===== src/hw/rtl/pse_pkg.sv =====
package pse_pkg;

    localparam int VALUE_W = 32;
    localparam int OP_W    = 3;
    localparam int STATUS_W = 2;

    localparam logic [OP_W-1:0] OP_ADD = 3'd0;
    localparam logic [OP_W-1:0] OP_SUB = 3'd1;
    localparam logic [OP_W-1:0] OP_MUL = 3'd2;
    localparam logic [OP_W-1:0] OP_DIV = 3'd3;
    localparam logic [OP_W-1:0] OP_POW = 3'd4;

    localparam logic [STATUS_W-1:0] ST_OK        = 2'd0;
    localparam logic [STATUS_W-1:0] ST_OVERFLOW  = 2'd1;
    localparam logic [STATUS_W-1:0] ST_UNDERFLOW = 2'd2;
    localparam logic [STATUS_W-1:0] ST_DIVZERO   = 2'd3;

    typedef struct packed {
        logic                  mode;
        logic [VALUE_W-1:0]    value;
        logic [OP_W-1:0]       op;
        logic                  last;
    } token_t;

endpackage


===== src/hw/rtl/pse_token_if.sv =====
interface pse_token_if;
    logic        valid;
    logic        ready;
    logic        mode;
    logic [31:0] value;
    logic [2:0]  op;
    logic        last;

    modport source (output valid, mode, value, op, last, input ready);
    modport sink (input valid, mode, value, op, last, output ready);
endinterface


===== src/hw/rtl/pse_result_if.sv =====
interface pse_result_if #(
    parameter int DEPTH_W = 6
);
    logic               valid;
    logic               ready;
    logic [31:0]        top_value;
    logic [DEPTH_W-1:0] stack_depth;
    logic [1:0]         status;
    logic               final_res;

    modport source (output valid, top_value, stack_depth, status, final_res, input ready);
    modport sink (input valid, top_value, stack_depth, status, final_res, output ready);
endinterface


===== src/hw/rtl/pse_ram.sv =====
module pse_ram #(
    parameter int WIDTH = 32,
    parameter int DEPTH = 32
) (
    input  logic                     clk,
    input  logic                     wr_en,
    input  logic [$clog2(DEPTH)-1:0] wr_addr,
    input  logic [WIDTH-1:0]         wr_data,
    input  logic [$clog2(DEPTH)-1:0] rd_addr,
    output logic [WIDTH-1:0]         rd_data
);

    logic [WIDTH-1:0] mem [DEPTH];

    always_ff @(posedge clk)
    begin
        if (wr_en)
        begin
            mem[wr_addr] <= wr_data;
        end
        rd_data <= mem[rd_addr];
    end

endmodule


===== src/hw/rtl/pse_alu.sv =====
// Multi-cycle arithmetic unit: add/sub/mul in one pass, divide restoring
// one bit per cycle, power by square-and-multiply one exponent bit at a
// time, with the two multiplies in alternating cycles.
module pse_alu
    import pse_pkg::*;
(
    input  logic               clk,
    input  logic               rst_n,
    input  logic               start,
    input  logic [OP_W-1:0]    op,
    input  logic [VALUE_W-1:0] a,
    input  logic [VALUE_W-1:0] b,
    output logic               done,
    output logic [VALUE_W-1:0] result
);

    localparam logic [1:0] S_IDLE = 2'd0;
    localparam logic [1:0] S_DIV  = 2'd1;
    localparam logic [1:0] S_POW  = 2'd2;
    localparam logic [1:0] S_DONE = 2'd3;

    logic [1:0]         state_reg, state_next;
    logic [5:0]         cnt_reg, cnt_next;
    logic [VALUE_W-1:0] acc_reg, acc_next;
    logic [VALUE_W-1:0] base_reg, base_next;
    logic [VALUE_W-1:0] ex_reg, ex_next;
    logic [VALUE_W-1:0] rem_reg, rem_next;
    logic               neg_reg, neg_next;
    logic               phase_reg, phase_next;
    logic [VALUE_W-1:0] res_reg, res_next;
    logic [VALUE_W-1:0] mag_a, mag_b;
    logic [VALUE_W:0]   trial;
    logic [VALUE_W-1:0] rem_shift;
    logic [VALUE_W-1:0] mul_x, mul_y, mul_p;

    assign mag_a = a[VALUE_W-1] ? VALUE_W'(0) - a : a;
    assign mag_b = b[VALUE_W-1] ? VALUE_W'(0) - b : b;
    assign rem_shift = {rem_reg[VALUE_W-2:0], ex_reg[VALUE_W-1]};
    assign trial = {1'b0, rem_shift} - {1'b0, base_reg};

    // One shared multiplier.
    always_comb
    begin
        if (state_reg == S_POW)
        begin
            mul_x = phase_reg ? base_reg : acc_reg;
            mul_y = base_reg;
        end
        else
        begin
            mul_x = a;
            mul_y = b;
        end
    end
    assign mul_p = VALUE_W'(mul_x * mul_y);

    always_comb
    begin
        state_next = state_reg;
        cnt_next   = cnt_reg;
        acc_next   = acc_reg;
        base_next  = base_reg;
        ex_next    = ex_reg;
        rem_next   = rem_reg;
        neg_next   = neg_reg;
        phase_next = phase_reg;
        res_next   = res_reg;
        unique case (state_reg)
            S_IDLE:
            begin
                if (start)
                begin
                    state_next = S_DONE;
                    case (op)
                        OP_ADD: res_next = a + b;
                        OP_SUB: res_next = a - b;
                        OP_MUL: res_next = mul_p;
                        OP_DIV:
                        begin
                            if (b == '0)
                            begin
                                res_next = '0;
                            end
                            else
                            begin
                                base_next  = mag_b;
                                ex_next    = mag_a;
                                rem_next   = '0;
                                neg_next   = a[VALUE_W-1] ^ b[VALUE_W-1];
                                cnt_next   = 6'd32;
                                state_next = S_DIV;
                            end
                        end
                        OP_POW:
                        begin
                            if (b[VALUE_W-1])
                            begin
                                if (a == VALUE_W'(1))
                                    res_next = VALUE_W'(1);
                                else if (a == '1)
                                    res_next = b[0] ? '1 : VALUE_W'(1);
                                else
                                    res_next = '0;
                            end
                            else
                            begin
                                acc_next   = VALUE_W'(1);
                                base_next  = a;
                                ex_next    = b;
                                phase_next = 1'b0;
                                state_next = S_POW;
                            end
                        end
                        default: res_next = '0;
                    endcase
                end
            end
            S_DIV:
            begin
                // ex holds the dividend being shifted out, collecting quotient bits.
                if (!trial[VALUE_W])
                    rem_next = trial[VALUE_W-1:0];
                else
                    rem_next = rem_shift;
                ex_next  = {ex_reg[VALUE_W-2:0], ~trial[VALUE_W]};
                cnt_next = cnt_reg - 6'd1;
                if (cnt_reg == 6'd1)
                begin
                    res_next   = neg_reg ? VALUE_W'(0) - ex_next : ex_next;
                    state_next = S_DONE;
                end
            end
            S_POW:
            begin
                if (ex_reg == '0)
                begin
                    res_next   = acc_reg;
                    state_next = S_DONE;
                end
                else if (!phase_reg)
                begin
                    if (ex_reg[0])
                        acc_next = mul_p;
                    phase_next = 1'b1;
                end
                else
                begin
                    base_next  = mul_p;
                    ex_next    = ex_reg >> 1;
                    phase_next = 1'b0;
                end
            end
            S_DONE:
            begin
                state_next = S_IDLE;
            end
            default: state_next = S_IDLE;
        endcase
    end

    always_ff @(posedge clk or negedge rst_n)
    begin
        if (!rst_n)
        begin
            state_reg <= S_IDLE;
        end
        else
        begin
            state_reg <= state_next;
        end
    end

    always_ff @(posedge clk)
    begin
        cnt_reg   <= cnt_next;
        acc_reg   <= acc_next;
        base_reg  <= base_next;
        ex_reg    <= ex_next;
        rem_reg   <= rem_next;
        neg_reg   <= neg_next;
        phase_reg <= phase_next;
        res_reg   <= res_next;
    end

    assign done   = (state_reg == S_DONE);
    assign result = res_reg;

endmodule


===== src/hw/rtl/postfix_stack_evaluator_unit.sv =====
// Channel  | Dir | Fields
// tok      | in  | mode, value, op, last
// res      | out | top_value, stack_depth, status, final_res
//
// A push passes through accept, top-of-stack read and emit. An operator
// passes through accept, two stack reads through the single read port of
// the stack RAM, the arithmetic unit, top read and emit.
// One word is processed at a time; a result waits in the output register
// while the next word is already taken, and the next result holds in the
// emit state until that register is free. rst_n empties the stack at once.
module postfix_stack_evaluator_unit
    import pse_pkg::*;
#(
    parameter int STACK_DEPTH = 32
) (
    input logic          clk,
    input logic          rst_n,
    pse_token_if.sink    tok,
    pse_result_if.source res
);

    localparam int AW = $clog2(STACK_DEPTH);
    localparam int PW = $clog2(STACK_DEPTH + 1);
    localparam int DW = $bits(res.stack_depth);

    localparam logic [2:0] S_IDLE  = 3'd0;
    localparam logic [2:0] S_RDB   = 3'd1;
    localparam logic [2:0] S_RDA   = 3'd2;
    localparam logic [2:0] S_ALU   = 3'd3;
    localparam logic [2:0] S_WAIT  = 3'd4;
    localparam logic [2:0] S_TOP   = 3'd5;
    localparam logic [2:0] S_EMIT  = 3'd6;

    logic [2:0]          state_reg, state_next;
    logic [PW-1:0]       sp_reg, sp_next;
    token_t              tok_reg, tok_next;
    logic [VALUE_W-1:0]  a_reg, a_next;
    logic [VALUE_W-1:0]  b_reg, b_next;
    logic [VALUE_W-1:0]  top_reg, top_next;
    logic                top_known_reg, top_known_next;
    logic [STATUS_W-1:0] st_reg, st_next;
    logic                ovalid_reg, ovalid_next;
    logic [VALUE_W-1:0]  o_top_reg, o_top_next;
    logic [PW-1:0]       o_depth_reg, o_depth_next;
    logic [STATUS_W-1:0] o_st_reg, o_st_next;
    logic                o_fin_reg, o_fin_next;

    logic                wr_en;
    logic [AW-1:0]       wr_addr, rd_addr;
    logic [VALUE_W-1:0]  wr_data, rd_data;
    logic                alu_start, alu_done;
    logic [VALUE_W-1:0]  alu_result;
    logic                out_free;
    logic [PW-1:0]       sp_dec;

    assign out_free = !ovalid_reg || res.ready;
    assign tok.ready = (state_reg == S_IDLE);
    assign sp_dec = sp_reg - PW'(1);

    pse_ram #(.WIDTH(VALUE_W), .DEPTH(STACK_DEPTH)) u_stack (
        .clk    (clk),
        .wr_en  (wr_en),
        .wr_addr(wr_addr),
        .wr_data(wr_data),
        .rd_addr(rd_addr),
        .rd_data(rd_data)
    );

    pse_alu u_alu (
        .clk   (clk),
        .rst_n (rst_n),
        .start (alu_start),
        .op    (tok_reg.op),
        .a     (a_reg),
        .b     (b_reg),
        .done  (alu_done),
        .result(alu_result)
    );

    always_comb
    begin
        state_next     = state_reg;
        sp_next        = sp_reg;
        tok_next       = tok_reg;
        a_next         = a_reg;
        b_next         = b_reg;
        top_next       = top_reg;
        top_known_next = top_known_reg;
        st_next        = st_reg;
        ovalid_next    = ovalid_reg && !res.ready;
        o_top_next     = o_top_reg;
        o_depth_next   = o_depth_reg;
        o_st_next      = o_st_reg;
        o_fin_next     = o_fin_reg;
        wr_en          = 1'b0;
        wr_addr        = sp_reg[AW-1:0];
        wr_data        = '0;
        rd_addr        = sp_dec[AW-1:0];
        alu_start      = 1'b0;
        unique case (state_reg)
            S_IDLE:
            begin
                if (tok.valid)
                begin
                    tok_next = '{mode: tok.mode, value: tok.value, op: tok.op, last: tok.last};
                    st_next  = ST_OK;
                    if (!tok.mode)
                    begin
                        if (sp_reg >= PW'(STACK_DEPTH))
                        begin
                            st_next        = ST_OVERFLOW;
                            top_known_next = 1'b0;
                        end
                        else
                        begin
                            wr_en          = 1'b1;
                            wr_data        = tok.value;
                            sp_next        = sp_reg + PW'(1);
                            top_next       = tok.value;
                            top_known_next = 1'b1;
                        end
                        state_next = S_TOP;
                    end
                    else
                    begin
                        state_next = S_RDB;
                    end
                end
            end
            S_RDB:
            begin
                // Read of b was issued in IDLE at sp-1; now issue a.
                state_next = S_RDA;
                if (sp_reg == '0)
                begin
                    st_next = ST_UNDERFLOW;
                    b_next  = '0;
                end
                else
                begin
                    sp_next = sp_dec;
                    b_next  = rd_data;
                end
                rd_addr = sp_next[AW-1:0] - AW'(1);
            end
            S_RDA:
            begin
                if (sp_reg == '0)
                begin
                    st_next = ST_UNDERFLOW;
                    a_next  = '0;
                end
                else
                begin
                    sp_next = sp_dec;
                    a_next  = rd_data;
                end
                state_next = S_ALU;
            end
            S_ALU:
            begin
                alu_start = 1'b1;
                if (tok_reg.op == OP_DIV && b_reg == '0 && st_reg == ST_OK)
                    st_next = ST_DIVZERO;
                state_next = S_WAIT;
            end
            S_WAIT:
            begin
                if (alu_done)
                begin
                    wr_data = alu_result;
                    if (sp_reg >= PW'(STACK_DEPTH))
                    begin
                        if (st_reg == ST_OK)
                            st_next = ST_OVERFLOW;
                        top_known_next = 1'b0;
                    end
                    else
                    begin
                        wr_en          = 1'b1;
                        sp_next        = sp_reg + PW'(1);
                        top_next       = alu_result;
                        top_known_next = 1'b1;
                    end
                    state_next = S_TOP;
                end
            end
            S_TOP:
            begin
                // Top word is re-read from the RAM when the last write was dropped.
                rd_addr    = sp_dec[AW-1:0];
                state_next = S_EMIT;
            end
            S_EMIT:
            begin
                if (out_free)
                begin
                    ovalid_next = 1'b1;
                    o_fin_next  = tok_reg.last;
                    o_st_next   = st_reg;
                    if (sp_reg == '0)
                        o_top_next = '0;
                    else if (top_known_reg)
                        o_top_next = top_reg;
                    else
                        o_top_next = rd_data;
                    if (tok_reg.last)
                    begin
                        if (sp_reg == '0)
                            o_st_next = ST_UNDERFLOW;
                        sp_next = '0;
                    end
                    o_depth_next = tok_reg.last ? '0 : sp_reg;
                    state_next   = S_IDLE;
                end
            end
            default: state_next = S_IDLE;
        endcase
    end

    always_ff @(posedge clk or negedge rst_n)
    begin
        if (!rst_n)
        begin
            state_reg  <= S_IDLE;
            sp_reg     <= '0;
            ovalid_reg <= 1'b0;
        end
        else
        begin
            state_reg  <= state_next;
            sp_reg     <= sp_next;
            ovalid_reg <= ovalid_next;
        end
    end

    always_ff @(posedge clk)
    begin
        tok_reg       <= tok_next;
        a_reg         <= a_next;
        b_reg         <= b_next;
        top_reg       <= top_next;
        top_known_reg <= top_known_next;
        st_reg        <= st_next;
        o_top_reg     <= o_top_next;
        o_depth_reg   <= o_depth_next;
        o_st_reg      <= o_st_next;
        o_fin_reg     <= o_fin_next;
    end

    assign res.valid       = ovalid_reg;
    assign res.top_value   = o_top_reg;
    assign res.stack_depth = DW'(o_depth_reg);
    assign res.status      = o_st_reg;
    assign res.final_res   = o_fin_reg;

endmodule

===== src/flat_wrapper.sv =====
// flat-port wrapper written by rule: the top's interface ports become plain ports
module postfix_stack_evaluator_unit_flat import pse_pkg::*;
#(
    parameter int STACK_DEPTH = 32
)
  (clk, rst_n, tok_valid, tok_mode, tok_value, tok_op, tok_last, tok_ready, res_valid, res_top_value, res_stack_depth, res_status, res_final_res, res_ready);
  pse_token_if tok_i ();
  pse_result_if res_i ();
  input logic clk;
  input logic rst_n;
  input wire logic [$bits(tok_i.valid)-1:0] tok_valid;
  input wire logic [$bits(tok_i.mode)-1:0] tok_mode;
  input wire logic [$bits(tok_i.value)-1:0] tok_value;
  input wire logic [$bits(tok_i.op)-1:0] tok_op;
  input wire logic [$bits(tok_i.last)-1:0] tok_last;
  output wire logic [$bits(tok_i.ready)-1:0] tok_ready;
  output wire logic [$bits(res_i.valid)-1:0] res_valid;
  output wire logic [$bits(res_i.top_value)-1:0] res_top_value;
  output wire logic [$bits(res_i.stack_depth)-1:0] res_stack_depth;
  output wire logic [$bits(res_i.status)-1:0] res_status;
  output wire logic [$bits(res_i.final_res)-1:0] res_final_res;
  input wire logic [$bits(res_i.ready)-1:0] res_ready;
  assign tok_i.valid = tok_valid;
  assign tok_i.mode = tok_mode;
  assign tok_i.value = tok_value;
  assign tok_i.op = tok_op;
  assign tok_i.last = tok_last;
  assign tok_ready = tok_i.ready;
  assign res_valid = res_i.valid;
  assign res_top_value = res_i.top_value;
  assign res_stack_depth = res_i.stack_depth;
  assign res_status = res_i.status;
  assign res_final_res = res_i.final_res;
  assign res_i.ready = res_ready;
  postfix_stack_evaluator_unit #(.STACK_DEPTH(STACK_DEPTH)) u_core (.clk(clk), .rst_n(rst_n), .tok(tok_i), .res(res_i));
endmodule

===== config.mk =====
export PLATFORM = sky130hd
export DESIGN_NAME = postfix_stack_evaluator_unit_flat
export DESIGN_NICKNAME = d
export VERILOG_FILES = /design/src/hw/rtl/pse_pkg.sv /design/src/hw/rtl/pse_token_if.sv /design/src/hw/rtl/pse_result_if.sv /design/src/hw/rtl/pse_ram.sv /design/src/hw/rtl/pse_alu.sv /design/src/hw/rtl/postfix_stack_evaluator_unit.sv /design/src/flat_wrapper.sv
export SDC_FILE = /design/constraint.sdc
export NUM_CORES = 2
export LEC_CHECK = 0
export BUFFER_PORTS_ARGS = -buffer_cell sky130_fd_sc_hd__buf_4
export CAP_MARGIN = 30
export CORE_UTILIZATION = 45
export DETAILED_ROUTE_END_ITERATION = 10
export GPL_TIMING_DRIVEN = 0
export HOLD_SLACK_MARGIN = 0.12
export SLEW_MARGIN = 10
export SYNTH_ARGS = -nofsm -noshare
export SYNTH_HDL_FRONTEND = slang
export SYNTH_SLANG_ARGS = --single-unit

===== constraint.sdc =====
create_clock -name clk -period 16.1 [get_ports clk]
set_input_delay 1.61 -clock clk [delete_from_list [all_inputs] [get_ports clk]]
set_output_delay 1.61 -clock clk [all_outputs]
set_load 0.02 [all_outputs]

# Word-level counts from Yosys, hierarchy flattened
# Memories as Yosys holds them, arrays and structs flattened. A register that Yosys moved wholly into a read port is not among the register bits.
# Index checks and enable logic that the tools add are counted.
# totals
regBits	323
n_memories	1
ramBits	1024
inputBits	41
# op_classes
magnitude_cmp	1
mux	111
n_mul	1
eq_ne	41
reduce_logical	35
add_sub_neg	10
bitwise_logic	3
# memory_table
name	words	width	read_ports	rd_ports_with_merged_regs	wr	line_no	source
u_core.u_stack.mem	32	32	1	1	1	pse_ram.sv:13	logic [WIDTH-1:0] mem [DEPTH];
# ops
operator	count
$mux W32	41
$pmux W32 S2	6
$pmux W32 S3	2
$pmux W32 S5	1
$mux W31	4
$sub A1 B32 Y32 const A	3
$mux W6	11
$logic_not A32 Y1	2
$pmux W31 S2	1
$sub A32 B32 Y33	1
$add A32 B32 Y32	1
$eq A32 B1 Y1 const B	1
$eq A32 B32 Y1 const B	1
$mul A32 B32 Y32	1
$sub A32 B32 Y32	1
$pmux W6 S5	1
$mux W2	12
$ne A2 B2 Y1 const B	11
$pmux W3 S7	1
$reduce_and A7 Y1	3
$mux W1	19
$ne A2 B1 Y1 const B	9
$reduce_and A6 Y1	3
$pmux W2 S4	2
35 further kinds	64

# Depth between registers and ports, before layout
# logic_depth
depth_word	7
depth_mapped	37
mapped_depth_nobuf	30

# By module
# From an unflattened synthesis, not the netlist that was laid out.
# hier_totals
cells_unflattened	6307
area_unflattened_um2	78046.1
# by_module_without_submodules
module	cells_per_inst	seq_area_each_um2	area_each_um2	instances
pse_ram	2260	31390.1	40487.6	1
pse_alu	3552	5064.9	30591.8	1
postfix_stack_evaluator_unit	495	4574.4	6966.7	1

# Least setup slack after synthesis
# Ideal clock, no wire load.
# synth_timing
kind	reg-to-reg
start	reg u_core.u_alu.state_reg[0]
end	reg u_core.u_alu.res_reg[29] (netlist: u_core.u_alu.result[29]) (data pin)
required_ps	15830
t_arrival_ps	9181
path_slack_ps	6649
path_stages_with_launch	34
setup_ps	270
cell_sequence	dfrtp_1 -> inv_1 -> ha_1 -> buf_2 -> buf_2 -> buf_2 -> buf_2 -> buf_1 -> clkbuf_1 -> clkbuf_1 -> mux2i_1 -> clkbuf_1 -> nor2_1 -> fa_1 -> fa_1 -> fa_1 -> inv_1 -> fa_1 -> inv_1 -> fa_1 -> fa_1 -> fa_1 -> fa_1 -> ha_1 -> a21o_1 -> a21oi_1 -> a21boi_0 -> o21a_1 -> a2111o_1 -> a211oi_1 -> xnor2_1 -> a21oi_1 -> a2bb2oi_1 -> o211ai_1
# synth_via
elab_chain_len	6
word_cells_on_any_way	9
# synth_rtl
item	line_no	source
start: declaration	pse_alu.sv:22	logic [1:0] state_reg, state_next;
start signal: assignment	pse_alu.sv:169	state_reg <= state_next;
$eq A2 B2 Y1	pse_alu.sv:44, pse_alu.sv:68	
$mux W32	pse_alu.sv:44	if (state_reg == S_POW)
$mul A32 B32 Y32	pse_alu.sv:55	assign mul_p = VALUE_W'(mul_x * mul_y);
$pmux W32 S5	pse_alu.sv:74	case (op)
$mux W32	pse_alu.sv:71	if (start)
$pmux W32 S3 (*)	pse_alu.sv:68	unique case (state_reg)
net u_core.u_alu.res_next[29]	pse_alu.sv:30	logic [VALUE_W-1:0] res_reg, res_next;
end signal: assignment	pse_alu.sv:182	res_reg <= res_next;
end: declaration	pse_alu.sv:30	
# The timed path passes the listed nets; every way through them passes the cells marked *. The select of a mux whose other input is x is not followed.
# A chain may end at the register's enable or synchronous reset.

# Final worst setup path
# layout_timing
start	reg u_core.u_alu.state_reg[0]
end	reg u_core.u_alu.res_reg[27] (netlist: u_core.u_alu.result[27]) (data pin)
# The elaborated chain is that of the path after synthesis.

==> impl_metrics.py <==
metrics = {
    "floorplan": {
        "placementRows": 151,
        "die_area_um2": 173000,
        "die_w_um": 416,
        "io_pins": 84,
        "die_h_um": 416,
        "initial_core_util_pct": 45.4,
        "core_um2": 170000,
    },
    "setup_path": {
        "critPathCaptureType": "flop",
        "max_stage_delay_ns": 0.83,
        "critPathSlowestCell": "clkbuf_1",
        "path_buf_inv": 13,
        "cp_top_family": "adder cells",
        "cp.arrival_ns": 13.87,
        "r2r_slack_ns": 2.69,
        "crit_fanout": 10,
        "critPathRequiredTime_ns": 16.55,
        "critPathKind": "reg2reg",
        "critPathLaunchType": "flop",
        "crit_top_cell": "fa_1",
    },
    "clocking": {
        "cts_sinks": 1379,
        "worstSkewPairLatency_ns": 0.80,
        "cts_resized": 0,
        "cts-root-buf": "clkbuf_16",
        "cts_buffers": 144,
        "clkTransAtPathRegs_ns": 0.06,
        "hold_buffers": 0,
        "clock_path_buffers": 3,
        "cts_max_level": 4,
        "tritoncts": "built",
        "postCtsSetupBuffers": 0,
    },
    "global_routing": {
        "grt_pass1_vias": 51000,
        "grt_max_degree": 40,
        "track_usage_pct": 31.6,
        "grt-ovfl-total": 0,
        "grt_pass1_wl_um": 383000,
        "grt_antenna_before_repair": 10,
    },
    "yosys": {
        "synth-edff-count": 1335,
        "synth_seq_cells": 1379,
        "synth_cell_type_count": 83,
        "synthFlopType": "edfxtp_1",
        "synth_fp_nets": 6389,
        "synth_top_area_cell": "edfxtp_1",
        "seq_area_frac_synth_pct": 53.2,
        "ys_warn_count": 0,
        "async_flop_share_pct": 0.870,
        "synth_area_leaders": "edfxtp_1, fa_1, mux4_2",
        "syn_inst": 5732,
        "syn_area_um2": 77200,
        "syn_avg_cell_area_um2": 13.5,
        "yosysTopAreaCellShare_pct": 51.9,
    },
    "timing": {
        "rsz0062_at_grt": "no",
        "fin_skew_ns": 0.0648,
        "worst_pin_slew_ns": 1.14,
        "hold_viol": 0,
        "slew_viol_final": 0,
        "tns_ns": 0,
        "period_share_pct": 83.3,
        "period_minus_slack_ns": 13.41,
        "report.final.setup_viol": 0,
        "clock.fmax_mhz": 74.5,
        "slew_headroom_pct": 23.1,
    },
    "layout": {
        "final_common_cell": "edfxtp_1",
        "fin_util_pct": 51.5,
        "layout-drive-gt1-share_pct": 14.0,
        "area_growth_pct": 13.3,
        "fin_nets": 6746,
        "largest_reg_flops": 1024,
        "largest_register": "u_core.u_stack.mem",
        "mostFrequentLayoutCells": "edfxtp_1, nor2_1, inv_1",
    },
    "routing": {
        "vias_per_cell": 6.05,
        "drt_iter0_markers": 5677,
        "ant_nets": 0,
        "wl_um": 274000,
        "dr.pass1.iters": 6,
        "wire_per_inst_um": 32.5,
        "drc": 0,
        "num_vias": 51000,
    },
    "place": {
        "port_buffers": 83,
        "hpwl_um": 210000,
        "routabilityCongestion": 1.04,
    },
    "worst_hold_path": {
        "holdCritPathClass": "reg2reg",
    },
    "flow_run": {
        "maxCapViolations": 0,
    },
    "outcome": {
        "status": "complete, no violations",
    },
}
cell usage after synthesis (all sizes together), types with 19 or more instances:
cell	n
edfxtp	1335
nor2	520
inv	454
nand2	428
fa	410
mux4	256
clkbuf	248
a21oi	246
ha	206
mux2i	177
o21ai	138
xnor2	124
xor2	115
a21o	104
mux2	88
nor2b	85
and2	84
a211oi	83
buf	68
a221oi	47
nor3	39
or3	37
o31ai	36
a22o	33
dfxtp	32
nand3	28
nand2b	26
a22oi	19
cell type report:
| class | instances | area [um2] |
|---|---|---|
| repair buffers | 211 | 2410 |
| clock buffers | 183 | 3800 |
| well taps | 2218 | 2780 |
| plain buffers | 316 | 1210 |
| clock inverters | 79 | 908 |
| multi-input cells | 3579 | 33600 |
| fillers | 14400 | 82400 |
| flip-flops and latches | 1379 | 41000 |
| diodes | 5 | 12.5 |
| inverters | 458 | 1720 |
layer usage:
layer / vias to the layer above / GRT usage, % / wire length [um] / share of wire, %
met1: 26300 / 40.8 / 106000 / 39
met5: - / 0 / 26 / 0.0095
met4: 4 / 17.0 / 17400 / 6.3
li1: 21500 / - / - / -
met2: 2470 / 51.4 / 130000 / 47
met3: 639 / 5.07 / 21100 / 7.7
worst paths after layout:
kind,start,endpoint,cells after the start
worst min-delay path,u_core.tok_reg[0],u_core.res.final_res,0
worst max-delay path,u_core.u_alu.state_reg[0],u_core.u_alu.result[27],35
worst min register to register,u_core.tok_reg[0],u_core.res.final_res,0
max in group asynchronous,rst_n,u_core.state_reg[2],1
worst max register to register,u_core.u_alu.state_reg[0],u_core.u_alu.result[27],35
min in group asynchronous,rst_n,u_core.u_alu.state_reg[1],1
worst reg2reg max path, delay by kind of cell (launching register included):
kind,cells,cell delay (ns)
fa+ha+maj,10,4.86
buf+inv,13,4.43
simple gates,5,0.87
xor+xnor,1,0.62
flops,1,0.40
compound gates,6,1.89
metrics by stage:
step / std cells / worst slack (ns) / hold slack [ns] / instance area [um2]
2_1_floorplan: 5732 / 6.65 / 0.424 / 77200
3_3_place_gp: 8033 / 2.98 / 0.433 / 80600
3_5_place_dp: 8143 / 3.14 / 0.441 / 82600
4_1_cts: 8405 / 3.03 / 0.455 / 87300
5_1_grt: 8425 / 2.62 / 0.474 / 87500
6_report: 8428 / 2.69 / 0.458 / 87500
kinds of logic (layout without fill, tap and decap cells):
group           Yosys count  count (layout)  share of synthesized area, %
flops                  1379            1379                          53.2
fa+ha+maj               616             616                          14.0
other cells               0               5                             0
mux                     521             521                          11.0
simple gates           1347            1347                          7.90
xor+xnor                244             244                          2.86
buf+inv                 774            1247                          3.79
compound gates          851             851                          7.27
Power is left out: the tool's default activity adds up to more than one toggle a clock period on the data nets, which glitch-free logic cannot reach.
